## src/hdl/tcgc_pkg.sv

```systemverilog
// Shared types and constants for the touch click gesture classifier.
// No dependencies; imported by touch_click_gesture_classifier_unit.
package tcgc_pkg;

    localparam int TIME_W     = 32;
    localparam int COORD_W    = 12;
    localparam int BTN_W      = 8;
    localparam int CFG_W      = 16;
    localparam int CFG_IDX_W  = 2;
    localparam int IN_DATA_W  = 80;
    localparam int OUT_DATA_W = 40;
    localparam int PAGE_W     = 3;

    localparam logic [BTN_W-1:0] NONE_BTN = 8'hFF;

    localparam logic [CFG_IDX_W-1:0] CFG_DBL_WINDOW   = 2'd0;
    localparam logic [CFG_IDX_W-1:0] CFG_REDRAW_DELAY = 2'd1;

    localparam logic [1:0] GEST_CLICK = 2'd1;
    localparam logic [1:0] GEST_LONG  = 2'd2;
    localparam logic [1:0] EV_RELEASE = 2'd1;
    localparam logic [1:0] EV_CONTACT = 2'd2;

    typedef enum logic [2:0] {
        KIND_SINGLE     = 3'd0,
        KIND_DOUBLE     = 3'd1,
        KIND_LATCH      = 3'd2,
        KIND_LONG_START = 3'd3,
        KIND_LONG_END   = 3'd4,
        KIND_REDRAW     = 3'd5
    } kind_t;

    typedef struct packed {
        logic [TIME_W-1:0]  time_now;
        logic               touch_present;
        logic [1:0]         gesture;
        logic [2:0]         points;
        logic [1:0]         touch_event;
        logic [COORD_W-1:0] x;
        logic [COORD_W-1:0] y;
        logic [BTN_W-1:0]   button;
        logic [PAGE_W-1:0]  page;
    } item_t;

    typedef struct packed {
        kind_t              kind;
        logic [BTN_W-1:0]   which_button;
        logic [COORD_W-1:0] out_x;
        logic [COORD_W-1:0] out_y;
        logic               latched;
        logic               last;
    } result_t;

endpackage

```

## src/hdl/touch_click_gesture_classifier_unit.sv

```systemverilog
// Touch click gesture classifier: top level, input register, classifier and result queue.
// Depends on tcgc_pkg.

// Each input beat (a time tick or a touch report) is held in the input register until
// it can go, is classified there against the stored click, long-press and redraw
// state, and its zero to three results are written into a four-entry result queue that
// drains one beat per cycle while m_axis_tready is high. A new beat is taken every cycle
// as long as the queue holds at most one result when the held beat is classified; else
// the held beat waits in the input register. Configuration writes are taken every cycle.
module touch_click_gesture_classifier_unit
    import tcgc_pkg::*;
#(
    parameter int PAGES = 8
)
(
    input  logic                  clk,
    input  logic                  rst_n,
    input  logic                  s_axis_tvalid,
    output logic                  s_axis_tready,
    // time_now[31:0], gesture[33:32], points[36:34], touch_event[38:37],
    // x[50:39], y[62:51], button[70:63], page[73:71], zero fill above
    input  logic [IN_DATA_W-1:0]  s_axis_tdata,
    // touch_present
    input  logic                  s_axis_tuser,
    output logic                  m_axis_tvalid,
    input  logic                  m_axis_tready,
    // which_button[7:0], out_x[19:8], out_y[31:20], latched[32], zero fill above
    output logic [OUT_DATA_W-1:0] m_axis_tdata,
    // kind
    output logic [2:0]            m_axis_tuser,
    output logic                  m_axis_tlast,
    input  logic                  cfg_valid,
    output logic                  cfg_ready,
    input  logic [CFG_IDX_W-1:0]  cfg_index,
    input  logic [CFG_W-1:0]      cfg_data
);

    localparam int PIDX_W = (PAGES > 1) ? $clog2(PAGES) : 1;

    // configuration
    logic [CFG_W-1:0] window_reg;
    logic [CFG_W-1:0] delay_reg;

    // input register
    logic  in_vld_reg;
    item_t in_reg;
    logic  go;

    // classifier state
    logic [TIME_W-1:0]  first_time_reg,   first_time_next;
    logic [BTN_W-1:0]   first_btn_reg,    first_btn_next;
    logic               awaiting_reg,     awaiting_next;
    logic [BTN_W-1:0]   owner_reg,        owner_next;
    logic [TIME_W-1:0]  redraw_start_reg, redraw_start_next;
    logic               redraw_pend_reg,  redraw_pend_next;
    logic [BTN_W-1:0]   redraw_tgt_reg,   redraw_tgt_next;
    logic [COORD_W-1:0] stored_x_reg;
    logic [COORD_W-1:0] stored_y_reg;
    logic [PAGES-1:0]   page_latch_reg;

    // result queue
    result_t    queue_reg [4];
    logic [1:0] wr_ptr_reg;
    logic [1:0] rd_ptr_reg;
    logic [2:0] cnt_reg;
    logic       pop;

    // classification
    logic [TIME_W-1:0] click_age;
    logic [TIME_W-1:0] redraw_age;
    logic              late_click;
    logic              fire_redraw;
    logic              click;
    logic              dbl;
    logic              latch_hit;
    logic              lp_contact;
    logic              lp_release;
    logic              lp_start;
    logic              lp_end;
    logic [6:0]        page_mod;
    logic [PIDX_W-1:0] page_idx;
    logic              new_latch;
    result_t           cand [3];
    logic [2:0]        cand_vld;
    logic [1:0]        off1;
    logic [1:0]        off2;
    logic [1:0]        n_res;

    assign cfg_ready = 1'b1;

    always_ff @(posedge clk or negedge rst_n)
    begin
        if (!rst_n)
        begin
            window_reg <= 16'd300;
            delay_reg  <= 16'd1000;
        end
        else if (cfg_valid)
        begin
            unique case (cfg_index)
                CFG_DBL_WINDOW:   window_reg <= cfg_data;
                CFG_REDRAW_DELAY: delay_reg  <= cfg_data;
                default:          ;
            endcase
        end
    end

    // Hold the beat until the queue can take all of its results.
    assign go            = in_vld_reg && (cnt_reg <= 3'd1);
    assign s_axis_tready = !in_vld_reg || go;

    always_ff @(posedge clk or negedge rst_n)
    begin
        if (!rst_n)
            in_vld_reg <= 1'b0;
        else if (s_axis_tready)
            in_vld_reg <= s_axis_tvalid;
    end

    always_ff @(posedge clk)
    begin
        if (s_axis_tready && s_axis_tvalid)
        begin
            in_reg.time_now      <= s_axis_tdata[31:0];
            in_reg.touch_present <= s_axis_tuser;
            in_reg.gesture       <= s_axis_tdata[33:32];
            in_reg.points        <= s_axis_tdata[36:34];
            in_reg.touch_event   <= s_axis_tdata[38:37];
            in_reg.x             <= s_axis_tdata[50:39];
            in_reg.y             <= s_axis_tdata[62:51];
            in_reg.button        <= s_axis_tdata[70:63];
            in_reg.page          <= s_axis_tdata[73:71];
        end
    end

    // Fold the page number into the latch range.
    always_comb
    begin
        page_mod = {4'd0, in_reg.page};
        for (int i = 0; i < 7; i++)
        begin
            if (page_mod >= 7'(PAGES))
                page_mod = page_mod - 7'(PAGES);
        end
        page_idx = page_mod[PIDX_W-1:0];
    end

    always_comb
    begin
        click_age   = in_reg.time_now - first_time_reg;
        redraw_age  = in_reg.time_now - redraw_start_reg;
        late_click  = awaiting_reg && (click_age > {16'd0, window_reg});
        // a timed-out click restarts the redraw timer, so it cannot fire too
        fire_redraw = !late_click && redraw_pend_reg && (redraw_age > {16'd0, delay_reg});

        click      = in_reg.touch_present && (in_reg.gesture == GEST_CLICK)
                     && (in_reg.points == 3'd0) && (in_reg.touch_event == EV_RELEASE);
        dbl        = click && awaiting_reg && !late_click;
        latch_hit  = click && (in_reg.button == 8'd0);
        lp_contact = in_reg.touch_present && (in_reg.gesture == GEST_LONG)
                     && (in_reg.points == 3'd1) && (in_reg.touch_event == EV_CONTACT);
        lp_release = in_reg.touch_present && (in_reg.gesture == GEST_LONG)
                     && (in_reg.points == 3'd0) && (in_reg.touch_event == EV_RELEASE);
        lp_start   = lp_contact && (owner_reg == NONE_BTN);
        lp_end     = lp_release && (owner_reg != NONE_BTN);
        new_latch  = !page_latch_reg[page_idx];

        // slot 0: timeout result
        cand[0].kind         = late_click ? KIND_SINGLE : KIND_REDRAW;
        cand[0].which_button = late_click ? first_btn_reg : redraw_tgt_reg;
        cand[0].out_x        = late_click ? stored_x_reg : '0;
        cand[0].out_y        = late_click ? stored_y_reg : '0;
        cand[0].latched      = 1'b0;
        cand[0].last         = 1'b0;

        // slot 1: first touch result
        cand[1].latched = 1'b0;
        cand[1].last    = 1'b0;
        cand[1].out_x   = in_reg.x;
        cand[1].out_y   = in_reg.y;
        if (dbl)
        begin
            cand[1].kind         = KIND_DOUBLE;
            cand[1].which_button = first_btn_reg;
        end
        else if (click)
        begin
            cand[1].kind         = KIND_LATCH;
            cand[1].which_button = 8'd0;
            cand[1].out_x        = '0;
            cand[1].out_y        = '0;
            cand[1].latched      = new_latch;
        end
        else if (lp_start)
        begin
            cand[1].kind         = KIND_LONG_START;
            cand[1].which_button = in_reg.button;
        end
        else
        begin
            cand[1].kind         = KIND_LONG_END;
            cand[1].which_button = owner_reg;
        end

        // slot 2: latch state after a double click
        cand[2].kind         = KIND_LATCH;
        cand[2].which_button = 8'd0;
        cand[2].out_x        = '0;
        cand[2].out_y        = '0;
        cand[2].latched      = new_latch;
        cand[2].last         = 1'b0;

        cand_vld[0] = late_click || fire_redraw;
        cand_vld[1] = dbl || latch_hit || lp_start || lp_end;
        cand_vld[2] = dbl && latch_hit;

        cand[0].last = !(cand_vld[1] || cand_vld[2]);
        cand[1].last = !cand_vld[2];
        cand[2].last = 1'b1;

        off1  = {1'b0, cand_vld[0]};
        off2  = {1'b0, cand_vld[0]} + {1'b0, cand_vld[1]};
        n_res = off2 + {1'b0, cand_vld[2]};
    end

    always_comb
    begin
        awaiting_next     = awaiting_reg;
        first_time_next   = first_time_reg;
        first_btn_next    = first_btn_reg;
        owner_next        = owner_reg;
        redraw_start_next = redraw_start_reg;
        redraw_pend_next  = redraw_pend_reg;
        redraw_tgt_next   = redraw_tgt_reg;

        if (late_click)
        begin
            awaiting_next     = 1'b0;
            redraw_start_next = in_reg.time_now;
            redraw_pend_next  = 1'b1;
            redraw_tgt_next   = first_btn_reg;
        end
        else if (fire_redraw)
        begin
            redraw_pend_next = 1'b0;
        end

        if (click)
        begin
            awaiting_next   = !dbl;
            first_time_next = dbl ? '0 : in_reg.time_now;
            first_btn_next  = dbl ? NONE_BTN : in_reg.button;
        end

        if (lp_contact)
            owner_next = in_reg.button;
        if (lp_release)
            owner_next = NONE_BTN;

        if (lp_end)
        begin
            redraw_start_next = in_reg.time_now;
            redraw_pend_next  = 1'b1;
            redraw_tgt_next   = owner_reg;
        end
    end

    always_ff @(posedge clk or negedge rst_n)
    begin
        if (!rst_n)
        begin
            first_time_reg   <= '0;
            first_btn_reg    <= '0;
            awaiting_reg     <= 1'b0;
            owner_reg        <= NONE_BTN;
            redraw_start_reg <= '0;
            redraw_pend_reg  <= 1'b0;
            redraw_tgt_reg   <= NONE_BTN;
            stored_x_reg     <= '0;
            stored_y_reg     <= '0;
            page_latch_reg   <= '0;
        end
        else if (go)
        begin
            first_time_reg   <= first_time_next;
            first_btn_reg    <= first_btn_next;
            awaiting_reg     <= awaiting_next;
            owner_reg        <= owner_next;
            redraw_start_reg <= redraw_start_next;
            redraw_pend_reg  <= redraw_pend_next;
            redraw_tgt_reg   <= redraw_tgt_next;
            if (in_reg.touch_present)
            begin
                stored_x_reg <= in_reg.x;
                stored_y_reg <= in_reg.y;
            end
            if (latch_hit)
                page_latch_reg[page_idx] <= new_latch;
        end
    end

    // Result queue: pack the valid slots in order behind the write pointer.
    assign m_axis_tvalid = (cnt_reg != 3'd0);
    assign pop           = m_axis_tvalid && m_axis_tready;

    always_ff @(posedge clk)
    begin
        if (go)
        begin
            if (cand_vld[0])
                queue_reg[wr_ptr_reg] <= cand[0];
            if (cand_vld[1])
                queue_reg[wr_ptr_reg + off1] <= cand[1];
            if (cand_vld[2])
                queue_reg[wr_ptr_reg + off2] <= cand[2];
        end
    end

    always_ff @(posedge clk or negedge rst_n)
    begin
        if (!rst_n)
        begin
            wr_ptr_reg <= '0;
            rd_ptr_reg <= '0;
            cnt_reg    <= '0;
        end
        else
        begin
            if (go)
                wr_ptr_reg <= wr_ptr_reg + n_res;
            if (pop)
                rd_ptr_reg <= rd_ptr_reg + 2'd1;
            cnt_reg <= cnt_reg + (go ? {1'b0, n_res} : 3'd0) - {2'd0, pop};
        end
    end

    assign m_axis_tdata = {7'd0, queue_reg[rd_ptr_reg].latched,
                           queue_reg[rd_ptr_reg].out_y,
                           queue_reg[rd_ptr_reg].out_x,
                           queue_reg[rd_ptr_reg].which_button};
    assign m_axis_tuser = queue_reg[rd_ptr_reg].kind;
    assign m_axis_tlast = queue_reg[rd_ptr_reg].last;

endmodule
```

## config.mk

```make
export PLATFORM = sky130hd
export DESIGN_NAME = touch_click_gesture_classifier_unit
export DESIGN_NICKNAME = d
export VERILOG_FILES = /design/src/hdl/tcgc_pkg.sv /design/src/hdl/touch_click_gesture_classifier_unit.sv
export SDC_FILE = /design/constraint.sdc
export NUM_CORES = 1
export LEC_CHECK = 0
export ABC_AREA = 1
export BUFFER_PORTS_ARGS = -buffer_cell sky130_fd_sc_hd__buf_2
export CELL_PAD_IN_SITES_DETAIL_PLACEMENT = 1
export CELL_PAD_IN_SITES_GLOBAL_PLACEMENT = 2
export CORE_MARGIN = 3
export CORE_UTILIZATION = 32
export CTS_BUF_LIST = sky130_fd_sc_hd__clkbuf_8 sky130_fd_sc_hd__clkbuf_16
export DETAILED_ROUTE_END_ITERATION = 8
export GPL_ROUTABILITY_DRIVEN = 1
export GPL_TIMING_DRIVEN = 0
export PLACE_DENSITY_LB_ADDON = 0.05
export SYNTH_ARGS = -nofsm -noshare
export SYNTH_HDL_FRONTEND = slang
export SYNTH_SLANG_ARGS = --single-unit
```

## constraint.sdc

```tcl
create_clock -name clk -period 5.3 [get_ports clk]
set_input_delay 0.53 -clock clk [delete_from_list [all_inputs] [get_ports clk]]
set_output_delay 0.53 -clock clk [all_outputs]
set_load 0.02 [all_outputs]
```

==> metrics.md, run 1 <==
| Metric | Value |
|---|---|
| Run status | `finished with violations` |
| Failing checks | `negative setup slack` |
| Most frequent cells in the layout | `nand2_1 (837), nor2_1 (474), inv_1 (395)` |
| DP Worst Slack | `-2118 ps` |
| Unique masters post-synth | `51` |
| Final antenna-violating net count | `0` |
| Area of the mapped netlist | `about 24000 µm²` |
| Vias in the first global route | `25922` |
| Least-Margin Pin Slew | `around 1200 ps` |
| Synth Instances | `3429` |
| Core Area | `73330 µm²` |
| Placed insts | `~4500` |
| CTS Root Cell | `clkbuf_16` |
| Largest net degree at the start of global routing | `90` |
| Final HPWL DP | `74.30 mm` |
| # rows | `99` |
| GRT Total Usage | `25.27%` |
| DR WL/cell | `21.77 µm` |
| Average vias per placed instance | `around 5.1` |
| Layout cells sized above 1 | `21.04%` |
| Top cells by area in the synthesized netlist | `nand2_1 (15%), dfrtp_1 (14%), dfxtp_1 (12%)` |
| Antenna violations before repair | `1` |
| Nets | `3967` |
| GR Overflow Total | `0` |
| Gpl congestion | `0.8926` |
| Syn Area/Cell | `just under 7 µm²` |
| Drt total wl | `103.6 mm` |
| Sequential fraction of the synthesis area | `between 30% and 40%` |
| CTS tree | `yes` |
| Layout Skew | `34.60 ps` |
| EDFF count, synth | `79` |
| DR iter-0 viols | `1405` |
| Ys Warns | `0` |
| Worst setup SP type | `flop` |
| Longest Clk Path Bufs | `3` |
| Delay-heaviest family, CP | `simple AND/OR/NAND/NOR gates` |
| Max reg flops | `148` |
| Critical Path RT | `5840 ps` |
| Area Overhead vs Synth | `31.27%` |
| Count of final setup violators | `14` |
| Top_reg_cell synth | `dfxtp_1` |
| Multi-input gate area | `13960 µm²` |
| Vias | `24334` |
| # fillers | `9051` |
| IO Pins | `151` |
| Max VDD drop | `0.2703 mV` |
| Commonest non-fill, non-tap cell in the layout | `nand2_1` |
| Hold WC Path Type | `input pin to flop` |
| # DRC | `0` |
| Yosys reg bits | `385` |
| Worst reg-to-reg setup slack | `-30 ps` |
| DR pass1 iterations | `6` |
| Slew HR | `a little over 20%` |
| # H-tree levels | `2` |
| Async S/R FF share, synth | `42.08%` |
| Slowest stage delay, CP | `440 ps` |
| N_diodes | `0` |
| Crit path DAT | `a little under 6000 ps` |
| Post-route clock period utilization | `100.6%` |
| Die Footprint | `around 78000 µm²` |
| Chip height | `between 200 and 300 µm` |
| # port buffers | `~140` |
| Crit path kind | `flop to flop` |
| Sequential cell area | `9341 µm²` |
| Yosys top cell area share | `15.04%` |
| Hold Fails Final Rpt | `0` |
| Worst Setup End Kind | `flop` |
| Pwr dens | `492.1 nW/µm²` |
| Clock Sinks | `385` |
| Setup WS post-layout | `-30.19 ps` |
| CTS buffer count | `just under 50` |
| Peak Freq | `187.6 MHz` |
| Final min period | `5330 ps` |
| First-pass GRT wire length | `around 150 mm` |
| Buf/Inv on CP | `5` |
| Number of max-cap violations | `0` |
| Worst-path clk slew | `60 ps` |
| RSZ-0062 raised after global routing | `true` |
| Slowest CP cell | `fa_2` |
| Leakage power | `14.80 nW` |
| Max Slew Vio Count | `0` |
| Chip width | `278.6 µm` |
| Initial core utilization | `32.44%` |
| Yosys top cell by area | `nand2_1` |
| Non-Filler Instances | `about 4800` |
| Worst-Skew Late Latency | `610 ps` |
| Design Power | `15.37 mW` |
| CP Max Fanout | `7` |
[area by class of cell]
cell class | instances | area share, %
Buffer | 153 | 3.854
Clock inverter | 38 | 1.126
Timing Repair Buffer | 272 | 7.104
Multi-Input combinational cell | 2474 | 44.70
Tap cell | 959 | 3.842
Clock buffer | 53 | 4.175
Timing Repair inverter | 2 | 0.03606
Inverter | 421 | 5.245
Sequential cell | 385 | 29.91
[Yosys cell counts (4+ instances only)]
cell type,number
nand2_1,953
xnor2_1,5
ha_1,101
o21ai_1,37
inv_1,405
buf_2,30
inv_2,15
buf_4,15
buf_6,6
a22oi_1,7
fa_1,4
nand3b_1,127
nand3_1,120
xor2_1,35
clkbuf_1,98
o211ai_1,8
a21oi_1,101
buf_1,7
nor3_1,15
o31ai_1,12
nor2_1,508
o21bai_1,10
nor4_1,9
dfrtp_1,136
edfxtp_1,79
dfstp_2,26
nand3_2,5
dfxtp_1,144
o22ai_1,41
nor2_2,7
o21ai_0,305
nand2_2,8
nand4_1,21
and2_1,4
[timing repair]
action,4_1_cts,5_1_grt
setup buffers,67,47
endpoints found under the setup margin,158,155
cloned,1,23
endpoints found under the hold margin,45,0
resized for setup,272,353
pin swaps,60,172
hold buffers,1,0
[worst reg2reg max path: cells and delay by family, from the launching register on]
kind,cells,cell delay (ps)
AOI/OAI and AO/OA,1,180
xor gates and xnor gates,3,630
adders and majority gates,5,1310
buffers and inverters,5,710
DFF,1,370
and+or+nand+nor,16,2100
[cells by family after synthesis]
| logic type | count (synthesis) | synth area share [%] |
|---|---|---|
| flops | 385 | 39.27 |
| xor+xnor | 40 | 1.473 |
| fa+ha+maj | 105 | 5.649 |
| simple gates | 1790 | 32.04 |
| compound gates | 530 | 11.85 |
| buf+inv | 577 | 9.689 |
| other cells | 2 | 0.03157 |
[worst paths after layout]
kind	to	start	depth (start not counted)
max	queue_reg[2][16]	in_reg[43]	30
max in group asynchronous	delay_reg[6]	rst_n	3
min	in_reg[19]	s_axis_tdata[59]	1
min in group asynchronous	stored_x_reg[3]	rst_n	2
min reg2reg	queue_reg[3][0]	queue_reg[3][0]	2
max reg2reg	queue_reg[2][16]	in_reg[43]	30
[power breakdown]
group	switching [mW]	internal, mW
Combinational	4.97	2.71
Clock	1.44	2.06
Sequential	0.402	3.78
[through the flow]
| stage | setup TNS [ps] | hold WS (ps) | area, µm² | util [%] |
|---|---|---|---|---|
| 2_1_floorplan | 0 | 234.4 | 23810 | - |
| 3_3_place_gp | -335560 | 435.3 | 25690 | 35.03 |
| 3_5_place_dp | -255800 | 442.6 | 25780 | 35.15 |
| 4_1_cts | -1235 | 58.19 | 29260 | 39.90 |
| 5_1_grt | -33830 | 69.55 | 31230 | 42.58 |
| 6_report | -197.6 | 91.96 | 31230 | 42.58 |
[layer usage]
metal,share of wire [%],vias up,GRT usage [%]
li1,-,11630,-
met1,40,12000,29.16
met2,53,493,48.14
met3,3.5,211,2.475
met4,4.2,0,9.279
met5,0,-,0
Note: power is estimated with default switching activity, not from simulation.
==> run 2: changes to the inputs <==
--- a/config.mk
+++ b/config.mk
@@ -5,12 +5,11 @@
 export SDC_FILE = /design/constraint.sdc
 export NUM_CORES = 1
 export LEC_CHECK = 0
-export ABC_AREA = 1
 export BUFFER_PORTS_ARGS = -buffer_cell sky130_fd_sc_hd__buf_2
 export CELL_PAD_IN_SITES_DETAIL_PLACEMENT = 1
 export CELL_PAD_IN_SITES_GLOBAL_PLACEMENT = 2
 export CORE_MARGIN = 3
-export CORE_UTILIZATION = 32
+export CORE_UTILIZATION = 35
 export CTS_BUF_LIST = sky130_fd_sc_hd__clkbuf_8 sky130_fd_sc_hd__clkbuf_16
 export DETAILED_ROUTE_END_ITERATION = 8
 export GPL_ROUTABILITY_DRIVEN = 1
==> run 2 against run 1 <==
The flow still finishes with violations (negative setup slack). Flip-flop and latch count unchanged. Total power decreased by 25%. Critical path depth decreased by 3. Synthesized area decreased by 11%.
==> metrics.md, run 2 <==
| Metric | Value |
|---|---|
| Run status | `finished with violations (unchanged)` |
| Failing checks | `negative setup slack (unchanged)` |
| Longest Clk Path Bufs | `3 (unchanged)` |
| Yosys top cell by area | `dfrtp_1 (was nand2_1)` |
| Max VDD drop | `0.2458 mV (was 0.2703 mV)` |
| IO Pins | `151 (unchanged)` |
| Async S/R FF share, synth | `42.08% (unchanged)` |
| GR Overflow Total | `0 (unchanged)` |
| Cell internal pwr | `7.197 mW (was 8.554 mW)` |
| Multi-input gate area | `11970 µm² (was 13960 µm²)` |
| Nets | `2561 (was 3967)` |
| Commonest non-fill, non-tap cell in the layout | `nand2_1 (unchanged)` |
| Post-synthesis compound-gate area fraction | `21.02% (was 11.85%)` |
| Crit path kind | `flop to flop (unchanged)` |
| Placed cell area | `23350 µm² (was 25780 µm²)` |
| Initial core utilization | `35.73% (was 32.44%)` |
| Most frequent cells in the layout | `nand2_1 (170), buf_2 (149), inv_1 (146) (was nand2_1 (837), nor2_1 (474), inv_1 (395))` |
| First-pass GRT wire length | `118.6 mm (was 151.3 mm)` |
| DR iter-0 viols | `1071 (was 1405)` |
| Final min period | `6723 ps (was 5330 ps)` |
| Top post-synthesis cells by count | `nand2_1 (176), dfxtp_1 (144), dfrtp_1 (136) (was nand2_1 (953), nor2_1 (508), inv_1 (405))` |
| Hold Fails Final Rpt | `0 (unchanged)` |
| Largest family of logic cells by synthesized area | `compound AO/OA/AOI/OAI gates (was simple AND/OR/NAND/NOR gates)` |
| Sequential fraction of the synthesis area | `43.89% (was 39.27%)` |
| Smallest hold slack | `107.1 ps (was 91.96 ps)` |
| Synth Area in Simple Gates | `10.79% (was 32.04%)` |
| Clock Sinks | `385 (unchanged)` |
| RSZ-0062 raised after global routing | `true (unchanged)` |
| Worst-Skew Late Latency | `600 ps (was 610 ps)` |
| Gpl congestion | `0.8115 (was 0.8926)` |
| Max reg flops | `148 (unchanged)` |
| Ys Warns | `0 (unchanged)` |
| # DRC | `0 (unchanged)` |
| Area Overhead vs Synth | `27.35% (was 31.27%)` |
| Drt total wl | `77.64 mm (was 103.6 mm)` |
| Die Footprint | `63810 µm² (was 77640 µm²)` |
| Clk network pwr share | `28.8% (was 22.8%)` |
| Final antenna-violating net count | `0 (unchanged)` |
| CTS buffer count | `48 (was 49)` |
| CTS Root Cell | `clkbuf_16 (unchanged)` |
| Count of final setup violators | `218 (was 14)` |
| Max Slew Vio Count | `0 (unchanged)` |
| Chip height | `252.6 µm (was 278.6 µm)` |
| N_diodes | `0 (unchanged)` |
| Worst setup SP type | `flop (unchanged)` |
| Top cells by area in the synthesized netlist | `dfrtp_1 (16%), dfxtp_1 (14%), edfxtp_1 (11%) (was nand2_1 (15%), dfrtp_1 (14%), dfxtp_1 (12%))` |
| Net Sw Frac | `37.36% (was 44.34%)` |
| Unique masters post-synth | `83 (was 51)` |
| CP Max Fanout | `8 (was 7)` |
| DR WL/cell | `24.54 µm (was 21.77 µm)` |
| Final HPWL DP | `54.00 mm (was 74.30 mm)` |
| # port buffers | `136 (unchanged)` |
| Largest net degree at the start of global routing | `83 (was 90)` |
| Crit path DAT | `7030 ps (was 5870 ps)` |
| Hold WC Path Type | `input pin to flop (unchanged)` |
| Yosys top cell area share | `15.99% (was 15.04%)` |
| # H-tree levels | `2 (unchanged)` |
| DP Worst Slack | `-2709 ps (was -2118 ps)` |
| Least-Margin Pin Slew | `1386 ps (was 1177 ps)` |
| Core Area | `59580 µm² (was 73330 µm²)` |
| Comb power frac | `35.9% (was 50.0%)` |
| Seq pwr share | `35.4% (was 27.2%)` |
| Setup WS post-layout | `-1423 ps (was -30.19 ps)` |
| Leakage power | `11.05 nW (was 14.80 nW)` |
| Yosys reg bits | `385 (unchanged)` |
| Final Cell Area | `27110 µm² (was 31230 µm²)` |
| Area of the mapped netlist | `21280 µm² (was 23790 µm²)` |
| Critical Path RT | `5610 ps (was 5840 ps)` |
| Sequential cell area | `9341 µm² (unchanged)` |
| Worst-path clk slew | `60 ps (about the same)` |
| # fillers | `6504 (was 9051)` |
| # rows | `89 (was 99)` |
| Slew HR | `6.886% (was 20.73%)` |
| Most common cell in the netlist | `nand2_1 (unchanged)` |
| Vias in the first global route | `19196 (was 25922)` |
| Chip width | `252.6 µm (was 278.6 µm)` |
| Top_reg_cell synth | `dfxtp_1 (unchanged)` |
| Vias | `18114 (was 24334)` |
| EDFF count, synth | `79 (unchanged)` |
| Average vias per placed instance | `5.725 (was 5.115)` |
| Peak Freq | `148.8 MHz (was 187.6 MHz)` |
| Layout cells sized above 1 | `30.87% (was 21.04%)` |
| Number of max-cap violations | `0 (unchanged)` |
| Switching power | `4.293 mW (was 6.813 mW)` |
| DR pass1 iterations | `5 (was 6)` |
| Syn Area/Cell | `10.24 µm² (was 6.937 µm²)` |
| Antenna violations before repair | `0 (was 1)` |
| Post-route clock period utilization | `126.8% (was 100.6%)` |
| Adder-Cell Fraction of Synth Area | `6.314% (was 5.649%)` |
| Synth Instances | `2078 (was 3429)` |
| GRT Total Usage | `24.01% (was 25.27%)` |
| Mux share of post-synthesis cell area | `10.47% (was 0%)` |
| Worst Setup End Kind | `flop (unchanged)` |
| Layout Skew | `27.03 ps (was 34.60 ps)` |
| Pwr dens | `423.9 nW/µm² (was 492.1 nW/µm²)` |
| XOR/XNOR share of the synthesized area | `2.099% (was 1.473%)` |
| CTS tree | `yes (unchanged)` |
[run 2: final cells by class]
class	count	share of cell area (%)
plain buffers	131	3.573
inverters	134	1.856
repair buffers	223	6.601
multi-input cells	1429	44.17
clock buffers	54	4.778
flip-flops and latches	385	34.46
clock inverters	35	0.9878
well taps	773	3.568
[run 2: power groups by stage]
stage	combinational [mW]	sequential, mW	clock [mW]
after floorplan	2.79	3.94	0
after global placement	3.76	4.12	0
after detailed placement	3.87	4.11	0
after CTS	4.06	4.06	3.39
after global routing	4.57	4.14	3.49
final	4.12	4.07	3.30
[run 2: worst paths after layout]
path | from | depth (start not counted) | slack [ps] | to
worst max-delay path | in_reg[43] | 27 | -1420 | queue_reg[1][1]
worst min-delay path | s_axis_tdata[43] | 1 | 110 | in_reg[27]
worst max register to register | in_reg[43] | 27 | -1420 | queue_reg[1][1]
worst min register to register | redraw_tgt_reg[4] | 2 | 480 | redraw_tgt_reg[4]
max in group asynchronous | rst_n | 3 | 3870 | owner_reg[1]
min in group asynchronous | rst_n | 2 | 490 | redraw_start_reg[20]
[run 2: logic make-up after synthesis]
kind of cell | after synthesis
flip-flops | 385
AND/OR/NAND/NOR | 463
other | 2
AO/OA/AOI/OAI | 635
buffers and inverters | 272
multiplexers | 165
adder cells (fa/ha/maj) | 105
XOR/XNOR | 51
[run 2: critical path, cell delays in order (launching register included)]
cell	delay [ps]
edfxtp_1	400
inv_2	100
ha_4	130
inv_2	30
fa_2	360
a21o_1	190
a221o_1	360
a211o_1	380
xor2_2	180
ha_1	340
a21o_1	180
a221o_1	350
a221oi_4	360
a21oi_4	150
a211oi_2	240
o2111ai_2	170
a2111o_1	380
o41ai_4	210
buf_4	190
nand2_4	70
ha_4	220
ha_4	170
xor2_4	200
xnor2_4	280
and3_4	240
nor3b_4	170
buf_6	210
nand2b_4	150
[run 2: timing repair]
action / CTS / global route
buffers inserted: 56 / 19
gates cloned: 12 / 4
setup endpoints to repair: 237 / 237
hold endpoints to repair: 43 / 0
resized for setup: 217 / 109
pin swaps: 27 / 33
hold buffers: 1 / 0
[run 2: stage by stage]
stage	std cells	TNS [ps]	power [mW]	utilization, %
after CTS	3150	-209260	11.51	44.57
after floorplan	2084	-98220	6.730	-
after global routing	3164	-262090	12.21	45.50
after detailed placement	2995	-414720	7.985	39.20
final	3164	-207240	11.49	45.50
after global placement	2993	-405630	7.877	39.09
[run 2: layer usage]
metal  wire, µm  vias to the layer above  global-route usage (%)
met5          0                        -                       0
met4       1418                        0                   5.339
met3       3754                       97                   3.993
met2      34490                      427                   37.35
met1      37980                     9211                   35.06
li1           -                     8379                       -
